<file path="src/design/gdda_pkg.sv">
// Shared types, constants and a helper function of the grid ray traversal unit.
package gdda_pkg;

  localparam int MAP_MAX_W_DEF  = 64;
  localparam int MAP_MAX_H_DEF  = 64;
  localparam int STEP_LIMIT_DEF = 30;

  localparam logic [7:0] CH_SPACE = 8'h20;
  localparam logic [7:0] CH_WALL  = 8'h23;
  localparam logic [7:0] CH_EXIT  = 8'h45;

  localparam logic [1:0] REQ_WRITE = 2'd0;
  localparam logic [1:0] REQ_QUERY = 2'd1;
  localparam logic [1:0] REQ_CAST  = 2'd2;

  localparam logic [1:0] CFG_MAP_WIDTH  = 2'd0;
  localparam logic [1:0] CFG_MAP_HEIGHT = 2'd1;

  localparam logic [1:0] FACE_EAST  = 2'd0;
  localparam logic [1:0] FACE_NORTH = 2'd1;
  localparam logic [1:0] FACE_WEST  = 2'd2;
  localparam logic [1:0] FACE_SOUTH = 2'd3;

  localparam logic signed [35:0] CORDIC_K = 36'sd652032874;
  localparam int                 CORDIC_N = 32;
  localparam logic [22:0]        HIT_MAX  = 23'd4194304;
  localparam logic [23:0]        DIST_MAX = 24'd16777215;
  localparam logic [32:0]        DELTA_SAT = 33'h0_FFFF_FFFF;

  typedef struct packed {
    logic [1:0]  req_type;
    logic [15:0] cell_x;
    logic [15:0] cell_y;
    logic [7:0]  cell_symbol;
    logic [21:0] origin_x;
    logic [21:0] origin_y;
    logic [15:0] ray_angle;
  } req_t;

  typedef struct packed {
    logic        hit;
    logic [7:0]  symbol;
    logic        solid;
    logic [1:0]  face_side;
    logic [22:0] hit_x;
    logic [22:0] hit_y;
    logic [15:0] tex_u;
    logic [23:0] distance;
  } rsp_t;

  typedef struct packed {
    logic [1:0] cfg_index;
    logic [6:0] cfg_data;
  } cfg_t;

  // Commands from controller to datapath.
  typedef struct packed {
    logic load;        // capture request
    logic cordic_init;
    logic cordic_step;
    logic dir_finish;  // round and apply quadrant
    logic div_init;
    logic div_step;
    logic div_done;    // store delta x or y
    logic div_sel_y;
    logic side_mul;    // start side distances
    logic dda_step;
    logic dda_check;
    logic hit_mul;
    logic hit_final;
    logic map_write;
    logic map_read;
    logic query_done;
    logic clear;
  } cmd_t;

  typedef struct packed {
    logic cordic_last;
    logic div_last;
    logic found;
    logic steps_out;
  } sts_t;

  function automatic logic [31:0] atan_turn(input logic [4:0] i);
    logic [31:0] r;
    case (i)
      5'd0: r = 32'd536870912;  5'd1: r = 32'd316933406;
      5'd2: r = 32'd167458907;  5'd3: r = 32'd85004756;
      5'd4: r = 32'd42667331;   5'd5: r = 32'd21354465;
      5'd6: r = 32'd10679838;   5'd7: r = 32'd5340245;
      5'd8: r = 32'd2670163;    5'd9: r = 32'd1335087;
      5'd10: r = 32'd667544;    5'd11: r = 32'd333772;
      5'd12: r = 32'd166886;    5'd13: r = 32'd83443;
      5'd14: r = 32'd41722;     5'd15: r = 32'd20861;
      5'd16: r = 32'd10430;     5'd17: r = 32'd5215;
      5'd18: r = 32'd2608;      5'd19: r = 32'd1304;
      5'd20: r = 32'd652;       5'd21: r = 32'd326;
      5'd22: r = 32'd163;       5'd23: r = 32'd81;
      5'd24: r = 32'd41;        5'd25: r = 32'd20;
      5'd26: r = 32'd10;        5'd27: r = 32'd5;
      5'd28: r = 32'd3;         5'd29: r = 32'd1;
      5'd30: r = 32'd1;         default: r = 32'd0;
    endcase
    return r;
  endfunction

endpackage

</file>
<file path="src/design/gdda_ctrl.sv">
// Controller state machine sequencing requests through the datapath.
module gdda_ctrl import gdda_pkg::*; #(
  parameter int MAP_MAX_W = MAP_MAX_W_DEF,
  parameter int MAP_MAX_H = MAP_MAX_H_DEF
) (
  input  logic       clk,
  input  logic       rst,
  input  logic       in_valid,
  input  logic [1:0] in_type,
  output logic       in_ready,
  output logic       out_valid,
  input  logic       out_ready,
  input  sts_t       sts,
  output cmd_t       cmd
);
  localparam int AW = $clog2(MAP_MAX_W * MAP_MAX_H);

  typedef enum logic [3:0] {
    S_CLEAR, S_IDLE, S_DECODE, S_QREAD, S_QDONE, S_CORDIC, S_DIR, S_DIVX, S_DIVY,
    S_SIDE, S_STEP, S_FETCH, S_CHECK, S_HMUL, S_HFIN, S_OUT
  } state_t;

  state_t      state;
  logic [1:0]  rtype;
  logic [AW-1:0] clr_cnt;

  assign in_ready  = (state == S_IDLE);
  assign out_valid = (state == S_OUT);

  always_comb begin
    cmd = '0;
    cmd.load        = in_valid && in_ready;
    cmd.clear       = (state == S_CLEAR);
    cmd.map_write   = (state == S_DECODE) && (rtype == REQ_WRITE);
    cmd.map_read    = (state == S_QREAD);
    cmd.query_done  = (state == S_QDONE);
    cmd.cordic_init = (state == S_DECODE) && (rtype == REQ_CAST);
    cmd.cordic_step = (state == S_CORDIC);
    cmd.dir_finish  = (state == S_DIR);
    cmd.div_sel_y   = (state == S_DIVY);
    cmd.div_init    = (state == S_DIR) || ((state == S_DIVX) && sts.div_last);
    cmd.div_step    = ((state == S_DIVX) || (state == S_DIVY)) && !sts.div_last;
    cmd.div_done    = ((state == S_DIVX) || (state == S_DIVY)) && sts.div_last;
    cmd.side_mul    = (state == S_SIDE);
    cmd.dda_step    = (state == S_STEP);
    cmd.dda_check   = (state == S_FETCH) || (state == S_CHECK);
    cmd.hit_mul     = (state == S_HMUL);
    cmd.hit_final   = (state == S_HFIN);
  end

  always_ff @(posedge clk) begin
    if (rst) begin
      state   <= S_CLEAR;
      clr_cnt <= '0;
      rtype   <= REQ_WRITE;
    end else begin
      case (state)
        S_CLEAR: begin
          clr_cnt <= clr_cnt + AW'(1);
          if (clr_cnt == AW'(MAP_MAX_W * MAP_MAX_H - 1)) state <= S_IDLE;
        end
        S_IDLE: if (in_valid) begin
          rtype <= in_type;
          state <= S_DECODE;
        end
        S_DECODE: begin
          case (rtype)
            REQ_WRITE: state <= S_OUT;
            REQ_QUERY: state <= S_QREAD;
            REQ_CAST:  state <= S_CORDIC;
            default:   state <= S_OUT;
          endcase
        end
        S_QREAD: state <= S_QDONE;
        S_QDONE: state <= S_OUT;
        S_CORDIC: if (sts.cordic_last) state <= S_DIR;
        S_DIR:  state <= S_DIVX;
        S_DIVX: if (sts.div_last) state <= S_DIVY;
        S_DIVY: if (sts.div_last) state <= S_SIDE;
        S_SIDE: state <= S_STEP;
        S_STEP: state <= S_FETCH;
        S_FETCH: state <= S_CHECK;
        S_CHECK: begin
          if (sts.found) state <= S_HMUL;
          else if (sts.steps_out) state <= S_OUT;
          else state <= S_STEP;
        end
        S_HMUL: state <= S_HFIN;
        S_HFIN: state <= S_OUT;
        S_OUT: if (out_ready) state <= S_IDLE;
        default: state <= S_IDLE;
      endcase
    end
  end
endmodule

</file>
<file path="config.mk">
export PLATFORM = sky130hd
export DESIGN_NAME = gdda_ctrl
export DESIGN_NICKNAME = d
export VERILOG_FILES = /design/src/design/gdda_pkg.sv /design/src/design/gdda_ctrl.sv
export SDC_FILE = /design/constraint.sdc
export NUM_CORES = 1
export LEC_CHECK = 0
export ABC_AREA = 1
export CORE_UTILIZATION = 31
export CTS_BUF_LIST = sky130_fd_sc_hd__clkbuf_2
export CTS_CLUSTER_DIAMETER = 80
export DETAILED_ROUTE_END_ITERATION = 12
export DONT_BUFFER_PORTS = 1
export GPL_ROUTABILITY_DRIVEN = 0
export SLEW_MARGIN = 15
export SYNTH_ARGS = -nofsm -noshare
export SYNTH_HDL_FRONTEND = slang
export SYNTH_SLANG_ARGS = --single-unit
</file>
<file path="constraint.sdc">
create_clock -name clk -period 1.9 [get_ports clk]
set_clock_uncertainty 0.15 [all_clocks]
set_input_delay 0.19 -clock clk [delete_from_list [all_inputs] [get_ports clk]]
set_output_delay 0.19 -clock clk [all_outputs]
set_load 0.01 [all_outputs]
</file>
==> flow_metrics.env, run 1 <==
export IMPL_yosysMostFrequentCell="nand2_1"
export IMPL_synth_top_cell_by_area="dfxtp_1"
export IMPL_max_slew_margin_rel=0.764
export IMPL_antenna_found_initial=0
export IMPL_grt_pass1_wl_um=4640
export IMPL_io_pins=29
export IMPL_finalHoldViolations=0
export IMPL_path_max_fanout=6
export IMPL_grt_max_degree=13
export IMPL_tns_ps=0
export IMPL_cts_setup_buffers=0
export IMPL_totalWireLength_um=2800
export IMPL_synth_common_cells="nand2_1, nor2_1, inv_1, dfxtp_1, a21oi_1"
export IMPL_yosysWarnings=0
export IMPL_grt_pass1_vias=1133
export IMPL_syn_inst=202
export IMPL_whs_ps=36.8
export IMPL_drcViolationCount=0
export IMPL_core_area_um2=4030
export IMPL_setup_viol=0
export IMPL_cts_tree="done"
export IMPL_critPathCaptureType="output port"
export IMPL_power_leakage_nw=0.644
export IMPL_cts_max_level=1
export IMPL_syn_cell_area_um2=1300
export IMPL_clk_pin_slew_worst_paths_ps=150
export IMPL_hp_class="input port to flop"
export IMPL_gr_usage_all_layers=0.137
export IMPL_firstDrtPassIters=4
export IMPL_setup_slack_ps=141
export IMPL_postLayoutCoreUtil=0.353
export IMPL_dr_total_vias=1225
export IMPL_clock_latency_ps=290
export IMPL_syn_avg_cell_area_um2=6.45
export IMPL_ctsLongestPathBuffers=2
export IMPL_criticalPathCategory="flop to output port"
export IMPL_worstPathArrival_ps=1420
export IMPL_die_area_um2=4470
export IMPL_post_drt_wl_per_cell_um=10.8
export IMPL_cts_root_buf="clkbuf_2"
export IMPL_portBuffers=0
export IMPL_rows=23
export IMPL_max_cap_violations=0
export IMPL_via_per_inst=4.75
export IMPL_r2r_slack_ps=310
export IMPL_cts_sinks=18
export IMPL_max_freq_mhz=568
export IMPL_vdd_ir_drop_max_v=0.000485
export IMPL_synth_seq_cells=18
export IMPL_crit_required_ps=1560
export IMPL_dpl_hpwl_um=2270
export IMPL_min_period_ps=1760
export IMPL_num_antenna_cells=0
export IMPL_slew_viol_final=0
export IMPL_timing_final_crit_share=0.926
export IMPL_final_nets=225
export IMPL_drt_iter0_drc=44
export IMPL_yosysSeqAreaShare=0.276
export IMPL_drive_gt1_frac=0.149
export IMPL_synth_cell_type_count=26
export IMPL_pre_cts_ws_ps=270
export IMPL_cts_buffers=3
export IMPL_synth_ff_type="dfxtp_1"
export IMPL_area_delta_synth_final_pct=9.12
export IMPL_startpoint_type="flop"
export IMPL_synth_edf_count=0
export IMPL_power_density_nw_per_um2=1100
export IMPL_die_h_um=66.9
export IMPL_detail_route_antenna_nets=0
export IMPL_die_x_um=66.9
export IMPL_async_flop_share=0
export IMPL_synth_top_area_frac=0.276
export IMPL_total_power_w=0.00156
export IMPL_status="complete, no violations"
export IMPL_synthesis_nets=217
export IMPL_grt_overflow_total=0
export IMPL_worst_slew_pin_slew_ps=350
export IMPL_synth_area_leaders="dfxtp_1, nand2_1, nor2_1"
export IMPL_rsz0062_at_grt="false"
export IMPL_start_util=0.324
cell type report:
type,instances,area [um2]
clock buffer,3,15.0
fill,455,2610
inverter,34,130
timing repair buffer,4,40.0
multi-input combinational,149,807
tap,50,62.6
sequential,18,368
metrics by stage:
| stage | cell area [um2] | cells |
|---|---|---|
| 6_report | 1420 | 258 |
| 5_1_grt | 1420 | 258 |
| 4_1_cts | 1410 | 258 |
| 3_5_place_dp | 1360 | 251 |
| 3_3_place_gp | 1360 | 251 |
| 2_1_floorplan | 1300 | 202 |
routing by layer:
| metal | vias to the layer above | wire length (um) | GRT usage |
|---|---|---|---|
| li1 | 652 | - | - |
| met1 | 533 | 1320 | 0.152 |
| met2 | 35 | 1290 | 0.242 |
| met3 | 5 | 139 | 0.0257 |
| met4 | 0 | 51 | 0.0718 |
| met5 | - | 0 | 0 |
where the power goes:
group	internal (W)	switching, W	leakage, nW	total [W]
sequential	0.000453	0.0000836	0.148	0.000537
clock	0.0000430	0.000108	0.0125	0.000151
combinational	0.000273	0.000599	0.484	0.000872
total	0.000769	0.000791	0.644	0.00156
path summary, 6_finish.rpt:
| path | start | to | cells past startpoint |
|---|---|---|---|
| max reg2reg | state[0] | clr_cnt[10] | 6 |
| min | rst | state[0] | 3 |
| min reg2reg | clr_cnt[10] | clr_cnt[10] | 2 |
| max | state[1] | cmd[12] | 4 |
cell usage in the layout (no fill, tap or decap):
| cell | instances |
|---|---|
| nand2_1 | 44 |
| nor2_1 | 31 |
| inv_1 | 29 |
| dfxtp_1 | 14 |
| a21oi_1 | 13 |
| nand3_1 | 10 |
| o21ai_0 | 8 |
| nor2_4 | 5 |
| ha_1 | 5 |
| inv_2 | 4 |
| nor2_2 | 4 |
| nand2_2 | 4 |
| nand3b_1 | 4 |
| o21ai_1 | 4 |
| dlygate4sd3_1 | 4 |
| a31oi_1 | 3 |
| xnor2_1 | 3 |
| clkbuf_2 | 3 |
| dfxtp_2 | 3 |
| nor3_1 | 2 |
| nand3_2 | 2 |
| o21a_1 | 2 |
| nand2_4 | 1 |
| inv_4 | 1 |
| nand3_4 | 1 |
| nor3_4 | 1 |
| nand4_1 | 1 |
| nor3_2 | 1 |
| dfxtp_4 | 1 |
repair_timing:
| action | CTS | global route |
|---|---|---|
| endpoints found under the hold margin | 8 | 0 |
| hold buffers | 4 | 0 |
| setup endpoints to repair | 0 | 4 |
| resized for setup | 0 | 7 |
sequential cells by signal, summed over array words and instances, names as in the netlist:
signal / flops
clr_cnt: 12
rtype: 2
state: 4
worst max-delay path, stage by stage (launching register included):
cell     delay [ps]
dfxtp_2         430
nand2_1         150
inv_1           130
nand2_1         100
o21ai_0         320
cells by family after synthesis:
kind of cell,Yosys count,share of synthesized area
AOI/OAI and AO/OA,30,0.122
xor gates and xnor gates,3,0.0202
adders and majority gates,5,0.0480
buffers and inverters,35,0.108
DFF,18,0.276
and+or+nand+nor,111,0.425
Power figures use the tool's default switching activity.
==> run 2: changes to the inputs <==
Settings changed: BUFFER_PORTS_ARGS from default to -buffer_cell sky130_fd_sc_hd__buf_2, CAP_MARGIN from default to 20, DONT_BUFFER_PORTS 1 to default.
Clock period 1.9 ns to 2.09 ns, I/O delays scaled along.
==> flow_metrics.env, run 2 (synthesis results as in run 1) <==
export IMPL_clk_pin_slew_worst_paths_ps=170
export IMPL_power_leakage_nw=0.771
export IMPL_cts_buffers=3
export IMPL_swShare=0.501
export IMPL_worstPathArrival_ps=1570
export IMPL_critical_path_top_delay_family="flip-flops"
export IMPL_max_freq_mhz=517
export IMPL_gr_usage_all_layers=0.147
export IMPL_reg_top3="clr_cnt x12, state x4, rtype x2"
export IMPL_final_nets=250
export IMPL_slew_viol_final=0
export IMPL_max_cap_violations=0
export IMPL_finalHoldViolations=0
export IMPL_criticalPathCategory="flop to output port"
export IMPL_portBuffers=28
export IMPL_stdcell_count=284
export IMPL_min_period_ps=1930
export IMPL_setup_viol=0
export IMPL_die_area_um2=4470
export IMPL_timing_final_crit_share=0.925
export IMPL_drt_iter0_drc=54
export IMPL_totalWireLength_um=2850
export IMPL_io_pins=29
export IMPL_via_per_inst=4.54
export IMPL_tns_ps=0
export IMPL_cts_max_level=1
export IMPL_grt_pass1_vias=1211
export IMPL_cts_tree="done"
export IMPL_drive_gt1_frac=0.231
export IMPL_fillers=464
export IMPL_max_stage_delay_ps=480
export IMPL_p_sw_w=0.000735
export IMPL_worst_slew_pin_slew_ps=371
export IMPL_most_common_layout_cells="nand2_1, nor2_1, inv_1, buf_2, dfxtp_1"
export IMPL_die_x_um=66.9
export IMPL_dpl_hpwl_um=2300
export IMPL_grt_pass1_wl_um=5080
export IMPL_max_slew_margin_rel=0.752
export IMPL_critPathCaptureType="output port"
export IMPL_cpMaxStageDelayCell="dfxtp_1"
export IMPL_internal_power_w=0.000734
export IMPL_dr_total_vias=1288
export IMPL_startpoint_type="flop"
export IMPL_power_density_nw_per_um2=964
export IMPL_clock_latency_ps=300
export IMPL_antenna_found_initial=0
export IMPL_core_area_um2=4030
export IMPL_firstDrtPassIters=4
export IMPL_drcViolationCount=0
export IMPL_p_comb_frac=0.575
export IMPL_hp_class="input port to flop"
export IMPL_ctsLongestPathBuffers=2
export IMPL_start_util=0.324
export IMPL_crit_chain="inv_1, nor2_1, nand2_1, o21ai_0, buf_2"
export IMPL_worst_path_buf_inv=2
export IMPL_dp_cells=279
export IMPL_cts_sinks=18
export IMPL_crit_required_ps=1730
export IMPL_final_common_cell="nand2_1"
export IMPL_path_max_fanout=6
export IMPL_largest_reg_flops=12
export IMPL_clkPwrFrac=0.100
export IMPL_rsz0062_at_grt="false"
export IMPL_grt_max_degree=13
export IMPL_p_seq_frac=0.324
export IMPL_num_antenna_cells=0
export IMPL_cts_resized=0
export IMPL_grt_overflow_total=0
export IMPL_status="complete, no violations"
export IMPL_rows=23
export IMPL_die_h_um=66.9
export IMPL_vdd_ir_drop_max_v=0.000377
export IMPL_post_drt_wl_per_cell_um=10.0
export IMPL_detail_route_antenna_nets=0
export IMPL_area_delta_synth_final_pct=16.9
export IMPL_largest_register="clr_cnt"
export IMPL_cts_root_buf="clkbuf_2"
==> run 2: worst paths after layout <==
check / startpoint / endpoint / slack [ps] / cells after the start
worst max-delay path: state[1] / cmd[12] / 160 / 5
worst min-delay path: in_type[1] / rtype[1] / 20 / 3
worst max register to register: state[1] / clr_cnt[6] / 410 / 6
worst min register to register: clr_cnt[10] / clr_cnt[10] / 340 / 2
==> run 2: cell type report <==
type | instances | area (um2) | share of cell area
timing repair buffer | 29 | 150 | 0.0985
clock inverter | 1 | 3.75 | 0.00246
clock buffer | 3 | 15.0 | 0.00985
multi-input combinational | 149 | 802 | 0.526
tap | 50 | 62.6 | 0.0411
sequential | 18 | 360 | 0.236
inverter | 34 | 130 | 0.0854
==> run 2: what timing repair did <==
action | CTS | global route
hold endpoints to repair | 4 | 0
hold buffers | 1 | 0
setup buffers | 0 | 0
==> run 2: power groups by stage <==
stage | registers [W] | clock network (W) | logic, W
after floorplan | 0.000472 | 0 | 0.000646
after global placement | 0.000484 | 0 | 0.000852
after detailed placement | 0.000485 | 0 | 0.000847
after CTS | 0.000477 | 0.000159 | 0.000851
after global routing | 0.000484 | 0.000169 | 0.000989
final | 0.000477 | 0.000147 | 0.000845
==> run 2: metal layers <==
layer / part of all wire / global-route usage / vias up / wire length (um)
met3: 0.033 / 0.0103 / 6 / 95
met4: 0.018 / 0.0559 / 0 / 50
met2: 0.47 / 0.265 / 27 / 1340
li1: - / - / 705 / -
met1: 0.48 / 0.179 / 550 / 1360
met5: 0 / 0 / - / 0
==> run 2: worst register-to-register path, delay by kind of cell (launching register included) <==
| kind | cells | cell delay, ps |
|---|---|---|
| and+or+nand+nor | 4 | 860 |
| AOI/OAI and AO/OA | 2 | 190 |
| DFF | 1 | 400 |
==> run 2: through the flow <==
stage | power (W) | utilization | hold WS, ps | setup WS (ps) | area [um2]
3_3_place_gp | 0.00134 | 0.371 | 314 | 404 | 1500
5_1_grt | 0.00164 | 0.378 | 22.5 | 25.0 | 1520
3_5_place_dp | 0.00133 | 0.371 | 315 | 447 | 1500
2_1_floorplan | 0.00112 | - | 128 | 663 | 1300
4_1_cts | 0.00149 | 0.378 | 15.9 | 141 | 1520
6_report | 0.00147 | 0.378 | 23.4 | 157 | 1520
